===== config.mk =====
export PLATFORM = sky130hd
export DESIGN_NAME = two_class_priority_queue
export DESIGN_NICKNAME = d
export VERILOG_FILES = /design/src/rtl/tcpq_pkg.sv /design/src/rtl/two_class_priority_queue.sv /design/src/rtl/tcpq_ram.sv /design/src/rtl/tcpq_obuf.sv
export SDC_FILE = /design/constraint.sdc
export NUM_CORES = 2
export LEC_CHECK = 0
export BUFFER_PORTS_ARGS = -buffer_cell sky130_fd_sc_hd__buf_2
export CAP_MARGIN = 30
export CORE_MARGIN = 5
export CORE_UTILIZATION = 30
export DETAILED_ROUTE_END_ITERATION = 7
export PLACE_DENSITY = 0.55
export SLEW_MARGIN = 20
export SYNTH_ARGS = -nofsm -noshare
export SYNTH_HDL_FRONTEND = slang
export SYNTH_SLANG_ARGS = --single-unit

===== constraint.sdc =====
create_clock -name clk -period 5.8 [get_ports clk]
set_clock_uncertainty 0.1 [all_clocks]
set_input_delay 0.58 -clock clk [delete_from_list [all_inputs] [get_ports clk]]
set_output_delay 0.58 -clock clk [all_outputs]
set_load 0.02 [all_outputs]

===== src/rtl/tcpq_pkg.sv =====
// Shared types and constants for the two-class priority queue.
package tcpq_pkg;

    // Width of the capacity register and of the entry counters.
    localparam int CAP_BITS = 7;

    // Width of the message handle on the ports.
    localparam int PAY_W = 16;

    // Capacity after reset.
    localparam logic [CAP_BITS-1:0] CAPACITY_RESET = 7'd64;

    // Operation codes.
    localparam logic OP_ENQ = 1'b0;
    localparam logic OP_DEQ = 1'b1;

    typedef struct packed {
        logic             op;
        logic [PAY_W-1:0] payload;
        logic             low_priority;
    } in_item_t;

    typedef struct packed {
        logic                accepted;
        logic                out_valid;
        logic [PAY_W-1:0]    out_payload;
        logic                out_low_priority;
        logic [CAP_BITS-1:0] occupancy;
    } result_t;

endpackage


===== src/rtl/two_class_priority_queue.sv =====
// Top level of the two-class strict-priority message queue.
//
// The queue holds message handles in two FIFOs, one for high-priority
// messages and one for low-priority (sensor) messages, each kept in its own
// single-port-write, registered-read RAM of DEPTH entries. Every input
// transaction is either an enqueue or a dequeue and produces exactly one
// result transaction. An enqueue stores the handle in the FIFO of its class
// unless the total held across both classes has reached the capacity
// register (clamped to DEPTH), in which case it reports accepted = 0. A
// dequeue returns the oldest high-priority entry if there is one, otherwise
// the oldest sensor entry, or out_valid = 0 when both FIFOs are empty.
// Every result carries the occupancy after the operation. An enqueue or an
// empty dequeue produces its result at once; a dequeue that returns an
// entry waits for the registered RAM read data, and the next input
// transaction waits for it. Results go into a two-entry buffer, so the block
// keeps taking input transactions while up to one earlier result waits on
// the result channel. The RAMs need no clearing after reset: only entries
// that were written are ever read. The capacity register is written through
// the configuration channel, which is always ready.
module two_class_priority_queue
    import tcpq_pkg::*;
#(
    parameter int DEPTH        = 64,
    parameter int PAYLOAD_BITS = 16
) (
    input  logic                clk,
    input  logic                rst_n,
    input  logic                in_valid,
    output logic                in_ready,
    input  in_item_t            in_data,
    output logic                res_valid,
    input  logic                res_ready,
    output result_t             res_data,
    input  logic                cfg_valid,
    output logic                cfg_ready,
    input  logic [CAP_BITS-1:0] cfg_data
);

    localparam int PTR_BITS   = $clog2(DEPTH);
    localparam int STORE_BITS = (PAYLOAD_BITS < PAY_W) ? PAYLOAD_BITS : PAY_W;
    localparam int CAP_MAX    = (1 << CAP_BITS) - 1;
    localparam int LIMIT_MAX  = (DEPTH < CAP_MAX) ? DEPTH : CAP_MAX;
    localparam logic [CAP_BITS-1:0] LIMIT_MAX_C = CAP_BITS'(LIMIT_MAX);
    localparam logic [PTR_BITS-1:0] LAST_SLOT   = PTR_BITS'(DEPTH - 1);

    // Controller states: idle, or waiting for the registered RAM read data.
    localparam logic ST_IDLE = 1'b0;
    localparam logic ST_READ = 1'b1;

    logic                state_reg, state_next;
    logic [CAP_BITS-1:0] capacity_reg;
    logic [PTR_BITS-1:0] high_head_reg, high_head_next;
    logic [PTR_BITS-1:0] high_tail_reg, high_tail_next;
    logic [PTR_BITS-1:0] low_head_reg, low_head_next;
    logic [PTR_BITS-1:0] low_tail_reg, low_tail_next;
    logic [CAP_BITS-1:0] high_count_reg, high_count_next;
    logic [CAP_BITS-1:0] low_count_reg, low_count_next;
    logic                sel_low_reg, sel_low_next;
    logic [CAP_BITS-1:0] occ_reg, occ_next;

    logic                accept;
    logic                is_enq;
    logic                is_deq;
    logic                enq_ok;
    logic                enq_high;
    logic                enq_low;
    logic                deq_high;
    logic                deq_low;
    logic                deq_empty;
    logic [CAP_BITS-1:0] limit;
    logic [CAP_BITS:0]   total;
    logic [CAP_BITS-1:0] total_after_enq;

    logic                buf_full;
    logic                push;
    result_t             push_data;

    logic [STORE_BITS-1:0] store_wdata;
    logic [STORE_BITS-1:0] high_rdata;
    logic [STORE_BITS-1:0] low_rdata;
    logic [STORE_BITS-1:0] sel_rdata;

    function automatic logic [PTR_BITS-1:0] next_slot(input logic [PTR_BITS-1:0] p);
        next_slot = (p == LAST_SLOT) ? '0 : p + PTR_BITS'(1);
    endfunction

    // The configuration channel never stalls.
    assign cfg_ready = 1'b1;

    always_ff @(posedge clk or negedge rst_n)
    begin
        if (!rst_n)
        begin
            capacity_reg <= CAPACITY_RESET;
        end
        else if (cfg_valid)
        begin
            capacity_reg <= cfg_data;
        end
    end

    // A new transaction is taken only when the controller is idle and the
    // result buffer has room for its result.
    assign in_ready = (state_reg == ST_IDLE) && !buf_full;
    assign accept   = in_valid && in_ready;
    assign is_enq   = accept && (in_data.op == OP_ENQ);
    assign is_deq   = accept && (in_data.op == OP_DEQ);

    // Capacity above the RAM depth behaves as the depth.
    assign limit = (capacity_reg > LIMIT_MAX_C) ? LIMIT_MAX_C : capacity_reg;
    assign total = {1'b0, high_count_reg} + {1'b0, low_count_reg};

    assign enq_ok    = is_enq && (total < {1'b0, limit});
    assign enq_high  = enq_ok && !in_data.low_priority;
    assign enq_low   = enq_ok && in_data.low_priority;
    assign deq_high  = is_deq && (high_count_reg != '0);
    assign deq_low   = is_deq && (high_count_reg == '0) && (low_count_reg != '0);
    assign deq_empty = is_deq && (high_count_reg == '0) && (low_count_reg == '0);

    assign total_after_enq = enq_ok ? total[CAP_BITS-1:0] + CAP_BITS'(1)
                                    : total[CAP_BITS-1:0];

    always_comb
    begin
        state_next      = state_reg;
        high_head_next  = high_head_reg;
        high_tail_next  = high_tail_reg;
        low_head_next   = low_head_reg;
        low_tail_next   = low_tail_reg;
        high_count_next = high_count_reg;
        low_count_next  = low_count_reg;
        sel_low_next    = sel_low_reg;
        occ_next        = occ_reg;

        case (state_reg)
            ST_IDLE:
            begin
                if (enq_high)
                begin
                    high_tail_next  = next_slot(high_tail_reg);
                    high_count_next = high_count_reg + CAP_BITS'(1);
                end
                if (enq_low)
                begin
                    low_tail_next  = next_slot(low_tail_reg);
                    low_count_next = low_count_reg + CAP_BITS'(1);
                end
                if (deq_high)
                begin
                    high_head_next  = next_slot(high_head_reg);
                    high_count_next = high_count_reg - CAP_BITS'(1);
                end
                if (deq_low)
                begin
                    low_head_next  = next_slot(low_head_reg);
                    low_count_next = low_count_reg - CAP_BITS'(1);
                end
                if (deq_high || deq_low)
                begin
                    // Remember the class and the occupancy for the cycle in
                    // which the read data comes back.
                    sel_low_next = deq_low;
                    occ_next     = total[CAP_BITS-1:0] - CAP_BITS'(1);
                    state_next   = ST_READ;
                end
            end
            ST_READ:
            begin
                state_next = ST_IDLE;
            end
            default:
            begin
                state_next = ST_IDLE;
            end
        endcase
    end

    always_ff @(posedge clk or negedge rst_n)
    begin
        if (!rst_n)
        begin
            state_reg      <= ST_IDLE;
            high_head_reg  <= '0;
            high_tail_reg  <= '0;
            low_head_reg   <= '0;
            low_tail_reg   <= '0;
            high_count_reg <= '0;
            low_count_reg  <= '0;
        end
        else
        begin
            state_reg      <= state_next;
            high_head_reg  <= high_head_next;
            high_tail_reg  <= high_tail_next;
            low_head_reg   <= low_head_next;
            low_tail_reg   <= low_tail_next;
            high_count_reg <= high_count_next;
            low_count_reg  <= low_count_next;
        end
    end

    always_ff @(posedge clk)
    begin
        sel_low_reg <= sel_low_next;
        occ_reg     <= occ_next;
    end

    // When PAYLOAD_BITS is narrower than the port, handles drop their upper bits when stored.
    assign store_wdata = in_data.payload[STORE_BITS-1:0];

    tcpq_ram #(
        .WIDTH (STORE_BITS),
        .DEPTH (DEPTH)
    ) u_high_ram (
        .clk   (clk),
        .we    (enq_high),
        .waddr (high_tail_reg),
        .wdata (store_wdata),
        .re    (deq_high),
        .raddr (high_head_reg),
        .rdata (high_rdata)
    );

    tcpq_ram #(
        .WIDTH (STORE_BITS),
        .DEPTH (DEPTH)
    ) u_low_ram (
        .clk   (clk),
        .we    (enq_low),
        .waddr (low_tail_reg),
        .wdata (store_wdata),
        .re    (deq_low),
        .raddr (low_head_reg),
        .rdata (low_rdata)
    );

    assign sel_rdata = sel_low_reg ? low_rdata : high_rdata;

    // Enqueues and empty dequeues produce their result at once; a dequeue
    // that found an entry produces it in the following cycle from the RAM data.
    always_comb
    begin
        push                       = 1'b0;
        push_data.accepted         = 1'b0;
        push_data.out_valid        = 1'b0;
        push_data.out_payload      = '0;
        push_data.out_low_priority = 1'b0;
        push_data.occupancy        = total[CAP_BITS-1:0];
        if (state_reg == ST_READ)
        begin
            push                       = 1'b1;
            push_data.out_valid        = 1'b1;
            push_data.out_payload      = PAY_W'(sel_rdata);
            push_data.out_low_priority = sel_low_reg;
            push_data.occupancy        = occ_reg;
        end
        else if (is_enq || deq_empty)
        begin
            push                = 1'b1;
            push_data.accepted  = enq_ok;
            push_data.occupancy = total_after_enq;
        end
    end

    tcpq_obuf u_obuf (
        .clk       (clk),
        .rst_n     (rst_n),
        .push      (push),
        .push_data (push_data),
        .full      (buf_full),
        .res_valid (res_valid),
        .res_ready (res_ready),
        .res_data  (res_data)
    );

    // The entries held never exceed what the RAMs and the register allow.
    a_total_bound: assert property (@(posedge clk) disable iff (!rst_n)
        total <= (CAP_BITS + 1)'(LIMIT_MAX))
        else $error("occupancy above limit");

    // The read wait state is always followed by idle in the next cycle.
    a_read_one_cycle: assert property (@(posedge clk) disable iff (!rst_n)
        state_reg == ST_READ |=> state_reg == ST_IDLE)
        else $error("read wait longer than one cycle");

    // A dequeue that finds an entry leaves one entry fewer.
    a_deq_count: assert property (@(posedge clk) disable iff (!rst_n)
        (deq_high || deq_low) |=> total == $past(total) - (CAP_BITS + 1)'(1))
        else $error("dequeue count mismatch");

endmodule


===== src/rtl/tcpq_ram.sv =====
// Generic simple dual-port RAM with one write port and one registered read port.
module tcpq_ram #(
    parameter int WIDTH = 16,
    parameter int DEPTH = 64
) (
    input  logic                     clk,
    input  logic                     we,
    input  logic [$clog2(DEPTH)-1:0] waddr,
    input  logic [WIDTH-1:0]         wdata,
    input  logic                     re,
    input  logic [$clog2(DEPTH)-1:0] raddr,
    output logic [WIDTH-1:0]         rdata
);

    logic [WIDTH-1:0] mem_reg [DEPTH];
    logic [WIDTH-1:0] rdata_reg;

    always_ff @(posedge clk)
    begin
        if (we)
        begin
            mem_reg[waddr] <= wdata;
        end
        if (re)
        begin
            rdata_reg <= mem_reg[raddr];
        end
    end

    assign rdata = rdata_reg;

endmodule


===== src/rtl/tcpq_obuf.sv =====
// Two-entry result buffer that decouples the queue logic from the result channel.
module tcpq_obuf
    import tcpq_pkg::*;
(
    input  logic    clk,
    input  logic    rst_n,
    input  logic    push,
    input  result_t push_data,
    output logic    full,
    output logic    res_valid,
    input  logic    res_ready,
    output result_t res_data
);

    logic    v0_reg, v0_next;
    logic    v1_reg, v1_next;
    result_t d0_reg, d0_next;
    result_t d1_reg, d1_next;
    logic    pop;

    assign pop = v0_reg && res_ready;

    always_comb
    begin
        v0_next = v0_reg;
        v1_next = v1_reg;
        d0_next = d0_reg;
        d1_next = d1_reg;
        if (pop)
        begin
            v0_next = v1_reg;
            d0_next = d1_reg;
            v1_next = 1'b0;
        end
        if (push)
        begin
            if (!v0_next)
            begin
                v0_next = 1'b1;
                d0_next = push_data;
            end
            else
            begin
                v1_next = 1'b1;
                d1_next = push_data;
            end
        end
    end

    always_ff @(posedge clk or negedge rst_n)
    begin
        if (!rst_n)
        begin
            v0_reg <= 1'b0;
            v1_reg <= 1'b0;
        end
        else
        begin
            v0_reg <= v0_next;
            v1_reg <= v1_next;
        end
    end

    always_ff @(posedge clk)
    begin
        d0_reg <= d0_next;
        d1_reg <= d1_next;
    end

    assign full      = v1_reg;
    assign res_valid = v0_reg;
    assign res_data  = d0_reg;

    // A result must never arrive while both entries are held and none leaves.
    a_no_overflow: assert property (@(posedge clk) disable iff (!rst_n)
        push && v1_reg |-> pop)
        else $error("result buffer overflow");

endmodule

==> metrics <==
run status=finished, final reports clean; CP Capture Type=flip-flop; VDD IR max=0.261 mV; Post-synth EDFFs=2,114; largest net degree at the start of global routing=129; internal reg-to-reg setup slack=560 ps; post-route minimum period=5240 ps; RSZ-0062 raised after global routing=no; PD cells=415 nW/um^2; Root Buffer=clkbuf_16; Leak Pwr=30.1 nW; Final Cycle Share=90.3%; share of cells above drive strength 1=32.2%; Die ar.=294,000 um^2; 1st-iter DRT viols=4,128; Worst EP required=6200 ps; CP startpoint kind=flip-flop; Fill cells=25.8k; post-synthesis register bit count=2,188; Setup crit start=high_count_reg[1]; post-synthesis average cell area=23.1 um^2; Pre-Repair DR Iteration Count=5; final core utilization=35.0%; Max clock buf depth=4; placed inst area=91,400 um^2; setup TNS=0 ps; GR Overflow Total=0; Peak Freq=191 MHz; syn nets=3,740; async set-reset flop share out of synthesis=2.19%; r2r endpoint=u_high_ram.mem_reg[26][13]; hold path startpoint=in_data[0]; antenna-violating nets left=0; cell row count=195; number of global-route vias before repair=39.9k; post-route cell area=98,700 um^2; worst slew pin tran=1050 ps; Synth-to-Final Area Change=16.0%; core area=282,000 um^2; All-Layer GR Usage=14.3%; register clock-pin slew on the reported worst setup and hold paths=60 ps; fin nets=4,077; r2r startpoint=high_count_reg[1]; chip height=543 um; relative slew slack=30.1%; DRC Markers=0; htree depth=4; Post-CTS Setup Repair Bufs=0; cell depth of the worst flop-to-flop path=15; I/O Pins=59; final hold violation count=0; Syn Inst Count=3,679; maxcap violations=0; kind of critical path=flip-flop to flip-flop; Port-buffer cells=57; Die X=543 um; Slew Viols, Final=0; TritonCTS Sinks=2,188; wire length per cell=27.1 um; first-pass GRT wire length=306,000 um; crit-path max FO=16; main flop type after synthesis=edfxtp_1; vias=39.5k; RePlAce Congestion=0.813; Finish-stage setup viols=0; worst hold path type=input pin to flip-flop; total CTS buffers=212; initial antenna violation count=9; CTS tree=yes; Initial Util=30.1%; WL final=215,000 um; WP data arrival=5630 ps; register area share after synthesis=76.6%; clock latency on the worst-skew pair=850 ps; Post-DP HPWL=131,000 um; synth warn=0; mapped cell area=85,100 um^2; Cell variety after synth=64; end point of the critical path=u_high_ram.mem_reg[26][13]; vias per inst=4.98
-- synthesized netlist by cell type (4+ instances only) --
master / n / area (um^2)
o21a_1: 7 / 52.6
nand4_1: 17 / 106
nand3b_1: 6 / 45.0
a21oi_1: 15 / 75.1
nor4_1: 4 / 25.0
a31oi_1: 10 / 62.6
mux2_2: 18 / 203
nand2_1: 63 / 236
nor3_1: 20 / 100
and2_1: 4 / 25.0
xnor2_1: 21 / 184
inv_1: 24 / 90.1
o22ai_1: 6 / 37.5
a41oi_1: 4 / 35.0
xor2_1: 4 / 35.0
edfxtp_1: 2114 / 63500
dfrtp_1: 47 / 1180
ha_1: 28 / 350
nand4b_1: 4 / 35.0
dfxtp_1: 26 / 521
o31ai_1: 7 / 52.6
nor2_1: 180 / 676
o21ai_0: 43 / 215
mux2i_1: 38 / 380
clkbuf_1: 126 / 473
a21o_1: 7 / 52.6
or3_1: 6 / 37.5
nor2b_1: 5 / 31.3
mux2_1: 6 / 67.6
nand3_1: 24 / 120
buf_1: 15 / 56.3
buf_4: 9 / 67.6
and3_1: 5 / 31.3
buf_2: 23 / 115
mux4_2: 672 / 15100
buf_6: 23 / 259
o21ai_1: 6 / 30.0
-- placed cells by master, fill, tap and decap left out, types with 25 or more instances in the layout --
cell,count
edfxtp_1,2114
mux4_2,672
buf_4,230
clkbuf_16,215
nor2_1,158
nand2_1,62
clkinv_2,44
o21ai_0,43
buf_2,41
dfrtp_1,39
mux2i_1,38
clkbuf_1,37
clkinv_1,35
bufinv_16,31
ha_1,28
dfxtp_1,26
buf_12,25
-- final cells by class --
class | instances | area (um^2) | share of cell area, %
Tap cell | 3743 | 4680 | 4.75
Multi-Input combinational cell | 1268 | 18900 | 19.1
Antenna cell | 5 | 12.5 | 0.0127
Timing Repair Buffer | 319 | 2740 | 2.78
Clock inverter | 126 | 1450 | 1.47
Inverter | 27 | 101 | 0.103
Clock buffer | 256 | 5570 | 5.65
Sequential cell | 2188 | 65200 | 66.1
-- through the flow --
stage	instances	power (mW)	setup slack, ps	hold slack, ps
2_1_floorplan	3679	24.0	1060	184
3_3_place_gp	7519	27.2	552	413
3_5_place_dp	7524	27.3	573	413
4_1_cts	7923	41.4	490	9.26
5_1_grt	7928	42.5	256	75.3
6_report	7932	40.9	562	85.2
-- how the worst min path moves through the flow --
stage | endpoint | cells after the start
final | low_tail_reg[2] | 3
after detailed placement | capacity_reg[2] | 1
after floorplan | capacity_reg[0] | 0
after CTS | low_tail_reg[2] | 3
after global routing | low_tail_reg[2] | 3
after global placement | u_obuf.res_data[16] | 2
-- power by group --
group          switching, mW  internal, mW  leakage (nW)
registers              0.524          17.7          19.8
logic                   4.68          3.88          6.84
clock network           5.87          8.22          3.45
total                   11.1          29.8          30.1
-- logic make-up (layout without fill, tap and decap cells) --
| kind of cell | Yosys count | after routing | synth area share [%] |
|---|---|---|---|
| flip-flops | 2188 | 2188 | 76.6 |
| multiplexers | 734 | 734 | 18.5 |
| AND/OR/NAND/NOR | 353 | 353 | 1.87 |
| buffers and inverters | 223 | 728 | 1.26 |
| AO/OA/AOI/OAI | 124 | 124 | 0.953 |
| adder cells (fa/ha/maj) | 31 | 31 | 0.482 |
| XOR/XNOR | 25 | 25 | 0.257 |
| other | 1 | 6 | 0.00441 |
-- routing by layer --
metal | part of all wire [%] | up-vias | global-route usage, %
li1 | - | 16337 | -
met1 | 44 | 21642 | 20.6
met2 | 49 | 1246 | 23.4
met3 | 5.5 | 250 | 1.67
met4 | 2.0 | 0 | 3.15
met5 | 0 | - | 0
-- critical path, stage by stage (launching register included) --
cell and delay (ps):
dfrtp_1 420, ha_1 330, a211oi_1 310, nor2_1 110, xnor2_1 410, clkinv_1 370, ha_1 300, nor3_1 170
o21ai_0 170, nand2_1 130, a31oi_1 120, o21ai_2 570, nand4b_1 550, buf_4 380, nor2_1 130, buf_4 300
-- what timing repair did --
action / 4_1_cts / 5_1_grt
hold buffers: 17 / 0
resized for setup: 0 / 0
endpoints found under the hold margin: 55 / 0
endpoints found under the setup margin: 0 / 0
Note: power is estimated with default switching activity, not from simulation.
